`config.mk`:
```
export PLATFORM = sky130hd
export DESIGN_NAME = sorted_priority_queue_core
export DESIGN_NICKNAME = d
export VERILOG_FILES = /design/src/design/spq_pkg.sv /design/src/design/spq_cell.sv /design/src/design/spq_out_buf.sv /design/src/design/sorted_priority_queue_core.sv
export VERILOG_INCLUDE_DIRS = /design/src /design/src/design
export SDC_FILE = /design/constraint.sdc
export NUM_CORES = 2
export LEC_CHECK = 0
export CAP_MARGIN = 20
export CELL_PAD_IN_SITES_DETAIL_PLACEMENT = 0
export CELL_PAD_IN_SITES_GLOBAL_PLACEMENT = 1
export CORE_ASPECT_RATIO = 0.9
export CORE_MARGIN = 4
export CORE_UTILIZATION = 30
export DETAILED_ROUTE_END_ITERATION = 6
export DONT_BUFFER_PORTS = 1
export PLACE_DENSITY_LB_ADDON = 0.08
export SYNTH_ARGS = -nofsm -noshare
export SYNTH_HDL_FRONTEND = slang
export SYNTH_HIERARCHICAL = 1
export SYNTH_SLANG_ARGS = --single-unit
export TNS_END_PERCENT = 5
```
`constraint.sdc`:
```
create_clock -name clk -period 23.4 [get_ports clk]
set_input_delay 1.17 -clock clk [delete_from_list [all_inputs] [get_ports clk]]
set_output_delay 1.17 -clock clk [all_outputs]
set_load 0.005 [all_outputs]
```
`src/design/sorted_priority_queue_core_assert.svh`:
```
//------------------------------------------------------------------------------
// Assertion macros for the sorted priority queue
// Shared helpers for concurrent checks, clocked on clk and disabled in reset.
//------------------------------------------------------------------------------
`ifndef SORTED_PRIORITY_QUEUE_CORE_ASSERT_SVH
`define SORTED_PRIORITY_QUEUE_CORE_ASSERT_SVH

// Same-cycle implication.
`define SPQ_ASSERT_IMPL(lbl, ante, cons, msg) \
	lbl: assert property (@(posedge clk) disable iff (!arst_n) (ante) |-> (cons)) \
		else $error(msg);

// Next-cycle implication.
`define SPQ_ASSERT_NEXT(lbl, ante, cons, msg) \
	lbl: assert property (@(posedge clk) disable iff (!arst_n) (ante) |=> (cons)) \
		else $error(msg);

`endif

```
`src/design/spq_pkg.sv`:
```
//------------------------------------------------------------------------------
// Sorted priority queue package
// Operation codes, status codes, field widths and shared structs.
//------------------------------------------------------------------------------
package spq_pkg;

	localparam int DATA_W  = 32;
	localparam int COUNT_W = 5;

	typedef enum logic [1:0] {
		OP_ENQ  = 2'd0,
		OP_DEQ  = 2'd1,
		OP_PEEK = 2'd2,
		OP_TRAV = 2'd3
	} op_t;

	localparam logic [1:0] ST_OK    = 2'd0;
	localparam logic [1:0] ST_EMPTY = 2'd1;
	localparam logic [1:0] ST_FULL  = 2'd2;

	localparam logic CFG_ORDER_DESC    = 1'b0;
	localparam logic CFG_PRIO_FROM_VAL = 1'b1;

	// Per-cycle command broadcast to every cell of the chain.
	typedef struct packed {
		logic enq;
		logic deq;
		logic rot;
		logic desc;
	} cell_ctrl_t;

	// One result beat.
	typedef struct packed {
		logic [1:0]         status;
		logic [DATA_W-1:0]  value;
		logic [COUNT_W-1:0] count;
		logic               last;
	} result_t;

endpackage

```
`src/design/spq_cell.sv`:
```
//------------------------------------------------------------------------------
// Sorted priority queue cell
// Holds one entry and decides each cycle whether to keep it, take the new
// entry, or take the entry of a neighbor or of the head cell.
//------------------------------------------------------------------------------
module spq_cell #(
	parameter int INDEX = 0,
	parameter int CNT_W = 5
) (
	input  logic                       clk,
	input  spq_pkg::cell_ctrl_t        ctrl,
	input  logic [CNT_W-1:0]           count,
	input  logic [spq_pkg::DATA_W-1:0] new_value,
	input  logic [spq_pkg::DATA_W-1:0] new_prio,
	input  logic                       lower_place,
	input  logic [spq_pkg::DATA_W-1:0] lower_value,
	input  logic [spq_pkg::DATA_W-1:0] lower_prio,
	input  logic [spq_pkg::DATA_W-1:0] upper_value,
	input  logic [spq_pkg::DATA_W-1:0] upper_prio,
	input  logic [spq_pkg::DATA_W-1:0] head_value,
	input  logic [spq_pkg::DATA_W-1:0] head_prio,
	output logic                       place,
	output logic [spq_pkg::DATA_W-1:0] value,
	output logic [spq_pkg::DATA_W-1:0] prio
);

	logic [spq_pkg::DATA_W-1:0] value_q;
	logic [spq_pkg::DATA_W-1:0] prio_q;
	logic                       occupied;
	logic                       hit;
	logic                       upper_held;

	assign occupied   = CNT_W'(INDEX) < count;
	assign upper_held = CNT_W'(INDEX + 1) < count;
	assign hit = ctrl.desc ? ($signed(new_prio) >= $signed(prio_q))
	                       : ($signed(prio_q) >= $signed(new_prio));
	// The new entry belongs at or before this cell. Once set, the flag stays
	// set toward the tail, so the first hit alone picks the insertion point
	// even when the held entries were sorted under the other order.
	assign place = lower_place || !occupied || hit;

	always_ff @(posedge clk) begin
		if (ctrl.enq) begin
			if (place && lower_place) begin
				value_q <= lower_value;
				prio_q  <= lower_prio;
			end else if (place) begin
				value_q <= new_value;
				prio_q  <= new_prio;
			end
		end else if (ctrl.deq) begin
			value_q <= upper_value;
			prio_q  <= upper_prio;
		end else if (ctrl.rot) begin
			if (upper_held) begin
				value_q <= upper_value;
				prio_q  <= upper_prio;
			end else begin
				value_q <= head_value;
				prio_q  <= head_prio;
			end
		end
	end

	assign value = value_q;
	assign prio  = prio_q;

endmodule

```
`src/design/spq_out_buf.sv`:
```
//------------------------------------------------------------------------------
// Sorted priority queue output buffer
// Two-entry result queue that decouples the chain from the output stall.
//------------------------------------------------------------------------------
module spq_out_buf (
	input  logic              clk,
	input  logic              arst_n,
	input  logic              push,
	input  spq_pkg::result_t  push_data,
	output logic              push_ready,
	output logic              out_valid,
	input  logic              out_ready,
	output spq_pkg::result_t  out_data
);

	spq_pkg::result_t slot0_q;
	spq_pkg::result_t slot1_q;
	logic [1:0]       fill_q;
	logic             pop;

	assign push_ready = fill_q != 2'd2;
	assign out_valid  = fill_q != 2'd0;
	assign out_data   = slot0_q;
	assign pop        = out_valid && out_ready;

	always_ff @(posedge clk or negedge arst_n) begin
		if (!arst_n) begin
			fill_q <= 2'd0;
		end else begin
			case ({push, pop})
				2'b10: fill_q <= fill_q + 2'd1;
				2'b01: fill_q <= fill_q - 2'd1;
				default: fill_q <= fill_q;
			endcase
		end
	end

	always_ff @(posedge clk) begin
		case ({push, pop})
			2'b10: begin
				if (fill_q == 2'd0) begin
					slot0_q <= push_data;
				end else begin
					slot1_q <= push_data;
				end
			end
			2'b01: slot0_q <= slot1_q;
			2'b11: begin
				if (fill_q == 2'd1) begin
					slot0_q <= push_data;
				end else begin
					slot0_q <= slot1_q;
					slot1_q <= push_data;
				end
			end
			default: slot0_q <= slot0_q;
		endcase
	end

endmodule

```
`src/design/sorted_priority_queue_core.sv`:
```
//------------------------------------------------------------------------------
// Sorted priority queue core
// Priority queue kept as a row of cells sorted head first, with enqueue,
// dequeue, peek and traverse operations.
//------------------------------------------------------------------------------
//
//  Channel   Direction  Handshake           Payload
//  s_*       in         s_tvalid/s_tready   tuser: operation; tdata: value, priority
//  m_*       out        m_tvalid/m_tready   tuser: status; tdata: value, count; tlast
//  cfg_*     in         cfg_valid/cfg_ready cfg_index, cfg_data
//
//  Enqueue, dequeue and peek act on all cells at once: every cell compares its
//  priority with the new one at the same time and shifts in one step.
//  A traverse of N entries emits N beats, one per cycle while the buffer has
//  room; the chain rotates by one cell per beat and is back in order after the last.
//  Results go through a two-beat output buffer, so a stalled output does not
//  block the next item until two beats wait.
//  Reset clears the count and the configuration; the cells need no clearing
//  because only entries below the count are ever read.
//
// Each cell holds one entry. On an enqueue a cell whose own entry lies at or
// after the insertion point takes its lower neighbor's entry, and the first
// such cell takes the new entry. A dequeue moves every entry one cell toward
// the head. The configuration port is always ready.
module sorted_priority_queue_core #(
	parameter int DEPTH = 16
) (
	input  logic        clk,
	input  logic        arst_n,
	// Input beat.
	input  logic        s_tvalid,
	output logic        s_tready,
	input  logic [63:0] s_tdata,   // [31:0] value, [63:32] priority_req
	input  logic [1:0]  s_tuser,   // [1:0] operation
	// Result beat.
	output logic        m_tvalid,
	input  logic        m_tready,
	output logic [39:0] m_tdata,   // [31:0] value_out, [36:32] entry_count, rest zero
	output logic [1:0]  m_tuser,   // [1:0] status
	output logic        m_tlast,
	// Configuration writes.
	input  logic        cfg_valid,
	output logic        cfg_ready,
	input  logic        cfg_index,
	input  logic        cfg_data
);

	localparam int CNT_W = $clog2(DEPTH + 1);
	localparam int DW    = spq_pkg::DATA_W;

	typedef enum logic {IDLE, TRAV} state_t;

	state_t             state_q;
	logic [CNT_W-1:0]   count_q;
	logic [CNT_W-1:0]   rem_q;
	logic               desc_q;
	logic               pfv_q;

	spq_pkg::op_t       op;
	logic [DW-1:0]      in_value;
	logic [DW-1:0]      in_prio;
	logic [DW-1:0]      new_prio;
	logic               accept;
	logic               full;
	logic               empty;

	spq_pkg::cell_ctrl_t ctrl;
	spq_pkg::result_t    push_data;
	spq_pkg::result_t    out_data;
	logic                push;
	logic                push_ready;
	logic [CNT_W-1:0]    count_d;

	logic [DW-1:0]      cell_value [DEPTH];
	logic [DW-1:0]      cell_prio  [DEPTH];
	logic               cell_place [DEPTH];

	assign op       = spq_pkg::op_t'(s_tuser);
	assign in_value = s_tdata[31:0];
	assign in_prio  = s_tdata[63:32];
	assign new_prio = pfv_q ? in_value : in_prio;
	assign full     = count_q == CNT_W'(DEPTH);
	assign empty    = count_q == '0;

	// New items wait while a traverse runs or the output buffer has no room.
	assign s_tready  = (state_q == IDLE) && push_ready;
	assign accept    = s_tvalid && s_tready;
	assign cfg_ready = 1'b1;

	// Command to the chain and the result beat of this cycle.
	always_comb begin
		ctrl      = '0;
		ctrl.desc = desc_q;
		push      = 1'b0;
		count_d   = count_q;
		push_data.status = spq_pkg::ST_OK;
		push_data.value  = '0;
		push_data.last   = 1'b1;
		if (state_q == TRAV) begin
			push            = push_ready;
			ctrl.rot        = push_ready;
			push_data.value = cell_value[0];
			push_data.last  = rem_q == CNT_W'(1);
		end else if (accept) begin
			push = 1'b1;
			case (op)
				spq_pkg::OP_ENQ: begin
					if (full) begin
						push_data.status = spq_pkg::ST_FULL;
					end else begin
						ctrl.enq = 1'b1;
						count_d  = count_q + CNT_W'(1);
					end
				end
				spq_pkg::OP_DEQ: begin
					if (empty) begin
						push_data.status = spq_pkg::ST_EMPTY;
					end else begin
						ctrl.deq        = 1'b1;
						count_d         = count_q - CNT_W'(1);
						push_data.value = cell_value[0];
					end
				end
				spq_pkg::OP_PEEK: begin
					if (empty) begin
						push_data.status = spq_pkg::ST_EMPTY;
					end else begin
						push_data.value = cell_value[0];
					end
				end
				spq_pkg::OP_TRAV: begin
					// A non-empty traverse emits its beats from the TRAV state.
					if (empty) begin
						push_data.status = spq_pkg::ST_EMPTY;
					end else begin
						push = 1'b0;
					end
				end
				default: push = 1'b1;
			endcase
		end
		push_data.count = spq_pkg::COUNT_W'(count_d);
	end

	always_ff @(posedge clk or negedge arst_n) begin
		if (!arst_n) begin
			state_q <= IDLE;
			count_q <= '0;
			rem_q   <= '0;
			desc_q  <= 1'b0;
			pfv_q   <= 1'b0;
		end else begin
			count_q <= count_d;
			if (cfg_valid && cfg_ready) begin
				case (cfg_index)
					spq_pkg::CFG_ORDER_DESC:    desc_q <= cfg_data;
					spq_pkg::CFG_PRIO_FROM_VAL: pfv_q  <= cfg_data;
					default: desc_q <= desc_q;
				endcase
			end
			case (state_q)
				IDLE: begin
					if (accept && op == spq_pkg::OP_TRAV && !empty) begin
						state_q <= TRAV;
						rem_q   <= count_q;
					end
				end
				TRAV: begin
					if (push_ready) begin
						rem_q <= rem_q - CNT_W'(1);
						if (rem_q == CNT_W'(1)) begin
							state_q <= IDLE;
						end
					end
				end
				default: state_q <= IDLE;
			endcase
		end
	end

	for (genvar i = 0; i < DEPTH; i++) begin : g_cell
		logic          lower_place;
		logic [DW-1:0] lower_value;
		logic [DW-1:0] lower_prio;
		logic [DW-1:0] upper_value;
		logic [DW-1:0] upper_prio;
		if (i == 0) begin : g_head
			assign lower_place = 1'b0;
			assign lower_value = '0;
			assign lower_prio  = '0;
		end else begin : g_body
			assign lower_place = cell_place[i-1];
			assign lower_value = cell_value[i-1];
			assign lower_prio  = cell_prio[i-1];
		end
		if (i == DEPTH - 1) begin : g_tail
			assign upper_value = cell_value[0];
			assign upper_prio  = cell_prio[0];
		end else begin : g_inner
			assign upper_value = cell_value[i+1];
			assign upper_prio  = cell_prio[i+1];
		end
		spq_cell #(
			.INDEX (i),
			.CNT_W (CNT_W)
		) u_cell (
			.clk         (clk),
			.ctrl        (ctrl),
			.count       (count_q),
			.new_value   (in_value),
			.new_prio    (new_prio),
			.lower_place (lower_place),
			.lower_value (lower_value),
			.lower_prio  (lower_prio),
			.upper_value (upper_value),
			.upper_prio  (upper_prio),
			.head_value  (cell_value[0]),
			.head_prio   (cell_prio[0]),
			.place       (cell_place[i]),
			.value       (cell_value[i]),
			.prio        (cell_prio[i])
		);
	end

	spq_out_buf u_out_buf (
		.clk        (clk),
		.arst_n     (arst_n),
		.push       (push),
		.push_data  (push_data),
		.push_ready (push_ready),
		.out_valid  (m_tvalid),
		.out_ready  (m_tready),
		.out_data   (out_data)
	);

	assign m_tdata = {3'b000, out_data.count, out_data.value};
	assign m_tuser = out_data.status;
	assign m_tlast = out_data.last;

`include "sorted_priority_queue_core_assert.svh"

	`SPQ_ASSERT_IMPL(a_count_range, 1'b1, count_q <= CNT_W'(DEPTH), "count above depth")
	`SPQ_ASSERT_IMPL(a_trav_blocks, state_q == TRAV, !s_tready, "input taken during traverse")
	`SPQ_ASSERT_NEXT(a_enq_grows, accept && op == spq_pkg::OP_ENQ && !full, count_q == CNT_W'($past(count_q) + CNT_W'(1)), "enqueue did not grow count")
	`SPQ_ASSERT_NEXT(a_trav_ends, state_q == TRAV && push && push_data.last, state_q == IDLE, "traverse did not end on last beat")
	`SPQ_ASSERT_IMPL(a_trav_rem, state_q == TRAV, rem_q != '0 && rem_q <= count_q, "traverse counter out of range")

endmodule
```
==> impl_results.md <==
* Status: complete, no violations
* Slew HR at 0.191
* Hold WC Path Type: in2reg
* Mapped Cells at 8194
* YS warnings at 6
* First-pass GRT wire length at 529000 um
* CP Class: reg2reg
* GP Congestion at 0.883
* CTS resizes at 0
* Input/output buffers at 0
* Clk buf depth at 4
* Clock-pin slew on the worst setup and hold paths at about 60 ps
* Fin nets at about 8700
* Die width at 564 um
* DRT iter0 DRCs at 6518
* Clock skew at between 80 and 90 ps
* Largest net degree at the start of global routing at around 220
* GRT Total Usage at 0.255
* Slew @ Worst Pin at around 1200 ps
* Slowest-stage cell, CP: a211oi_1
* Slew Viols, Final at 0
* Origin of the critical flop-to-flop path: pfv_q
* Total grt overflow at 0
* Reg2Reg Setup Slack at 5120 ps
* Cell area after synthesis at 0.0836 mm2
* Clock root buffer: clkbuf_16
* Final Hold Viols at 0
* R2r endpoint: g_cell[15].u_cell/prio[22]
* Switch Pwr at 6.59 mW
* Share of cells above drive strength 1 at 0.0869
* DRT Pass-1 Iters at 5
* Initial core utilization at 0.302
* Switch share at 0.454
* Setup violators final at 0
* Min Tclk post-route at 18280 ps
* Hold endpoint: desc_q
* Vias per Instance at 5.72
* Hpwl dp at between 200000 and 250000 um
* M1 GR Usage at 0.372
* Peak supply drop at ~0.1 mV
* Max Cap Viol at 0
* F_max at about 55 MHz
* DR vias at 68013
* Worst hold start: cfg_data
* H-tree levels at 4
* CP peak stage delay at 690 ps
* Ports at around 120
* Met3 Use GR at 0.0270
* Critical Path RT at roughly 24000 ps
* Met2 usage at 0.394
* Min Hold Slack at 480 ps
* RSZ-0062 raised after global routing: no
* DP Area at 0.0880 mm2
* CTS tree: done
* Depth of the worst hold-timing path at 1
* Overall Power at 14.5 mW
* Core ar. at between 0.2 and 0.3 mm2
* Clk sink count at 1119
* Vias in the first global route at 65280
* Final Cell Area at 0.0929 mm2
* Flop pwr share at 0.349
* Die height at 509 um
* Worst Path Arrival at ~19000 ps
* Cell depth of the worst flop-to-flop path at 58
* Drc violations at 0
* Post-CTS Setup Bufs at 0
* Comb pwr share at 0.488
* Post-layout util at 0.335
* Final WL at approximately 380000 um
* Syn avg cell area at 10.2 um2
* Power per cell area at 156 mW/mm2
* P_int at 7.94 mW
* Worst-path fanout max at 65
* WL/cell at 31.8 um
* Initial antenna violation count at 47
* Die area at about 0.29 mm2
* Worst skew pair latency at 850 ps
* Routed Antenna Nets at 0
* Sum of negative setup slack at 0 ps
* Busiest grt layer: met2
* CTS Buf Count at roughly 160
* Most Frequent Cell on Critical Path: o21ai_4
* Area grow syn2layout at 11.1%
* Critical path endpoint category: flop
* Clk pwr share at 0.163
* CP Launch Type: flop
* Period utilisation layout at 0.781
* P_leak at 40.1 nW
* Core Rows at around 180
-- cell usage in the layout (no fill, tap or decap), types with 10 or more instances in the layout --
cell	n
a21oi_1	1227
edfxtp_1	1104
mux2i_1	1028
a211oi_1	1013
nor2b_1	818
inv_1	528
ha_1	525
buf_4	236
and2_1	233
clkbuf_16	166
nand2_1	141
nand4_1	110
conb_1	70
and3_1	68
nor2_1	65
nor3_1	59
o21ai_0	57
nand3_1	56
a221o_1	54
mux2_2	46
clkbuf_1	37
a211oi_2	34
mux2_4	30
clkinv_1	30
nor4_1	30
o211ai_1	30
clkinv_2	24
diode_2	20
a21o_1	19
xnor2_1	17
o21ai_4	15
a221oi_1	13
o21a_1	13
a21oi_2	13
nand4_2	12
dfrtp_1	11
a31oi_1	10
a41oi_1	10
-- repair_timing --
item / 4_1_cts / 5_1_grt
endpoints found under the hold margin: 15 / 0
setup endpoints to repair: 0 / 0
hold buffers: 1 / 0
-- power by group through the flow --
stage	registers [mW]	clock network (mW)	logic, mW
final	5.07	2.37	7.09
after detailed placement	5.10	0	7.01
after CTS	5.07	2.44	7.06
after floorplan	4.74	0	4.38
after global placement	5.11	0	6.95
after global routing	5.19	2.52	7.68
-- final cells by class --
cell class / instances / area (um2)
Fill cell: 28055 / 184000
Multi-Input combinational cell: 6007 / 45900
Sequential cell: 1119 / 33500
Tap cell: 3700 / 4630
Clock buffer: 205 / 4320
Timing Repair Buffer: 249 / 2010
Inverter: 528 / 1980
Clock inverter: 66 / 470
Antenna cell: 20 / 50.0
-- sequential cells by signal, summed over array words and instances (netlist names) --
register	cells
g_cell.u_cell/prio	512
g_cell.u_cell/value	512
state_q	1
u_out_buf/out_data	40
count_q	5
rem_q	5
desc_q	1
u_out_buf/slot1_q	40
pfv_q	1
u_out_buf/fill_q	2
-- routing by layer --
metal / wire length [um] / vias up
met2: 167000 / 2210
li1: - / 30810
met4: 12600 / 0
met5: 0 / -
met1: 178000 / 34554
met3: 20400 / 439
-- metrics by stage --
stage / setup slack [ps] / cells
final: 5120 / 11894
after global routing: 4050 / 11878
after CTS: 5220 / 11872
after detailed placement: 5300 / 11600
after global placement: 5640 / 11596
after floorplan: 10430 / 8262
-- worst max-delay path by stage --
stage,from,endpoint,cells after the start
after detailed placement,s_tdata[14],g_cell[15].u_cell/value[14],57
final,pfv_q,g_cell[15].u_cell/prio[22],58
after CTS,pfv_q,g_cell[15].u_cell/prio[22],58
after global routing,pfv_q,g_cell[15].u_cell/prio[22],58
after floorplan,s_tdata[14],g_cell[15].u_cell/prio[0],54
after global placement,s_tdata[14],g_cell[15].u_cell/value[14],57
-- critical path: cells and delay by family (launching register included) --
kind | cells | cell delay, ps
compound gates | 38 | 10580
mux | 5 | 2280
simple gates | 9 | 2130
buf+inv | 5 | 1690
flops | 1 | 620
fa+ha+maj | 1 | 340
Power figures use the tool's default switching activity.
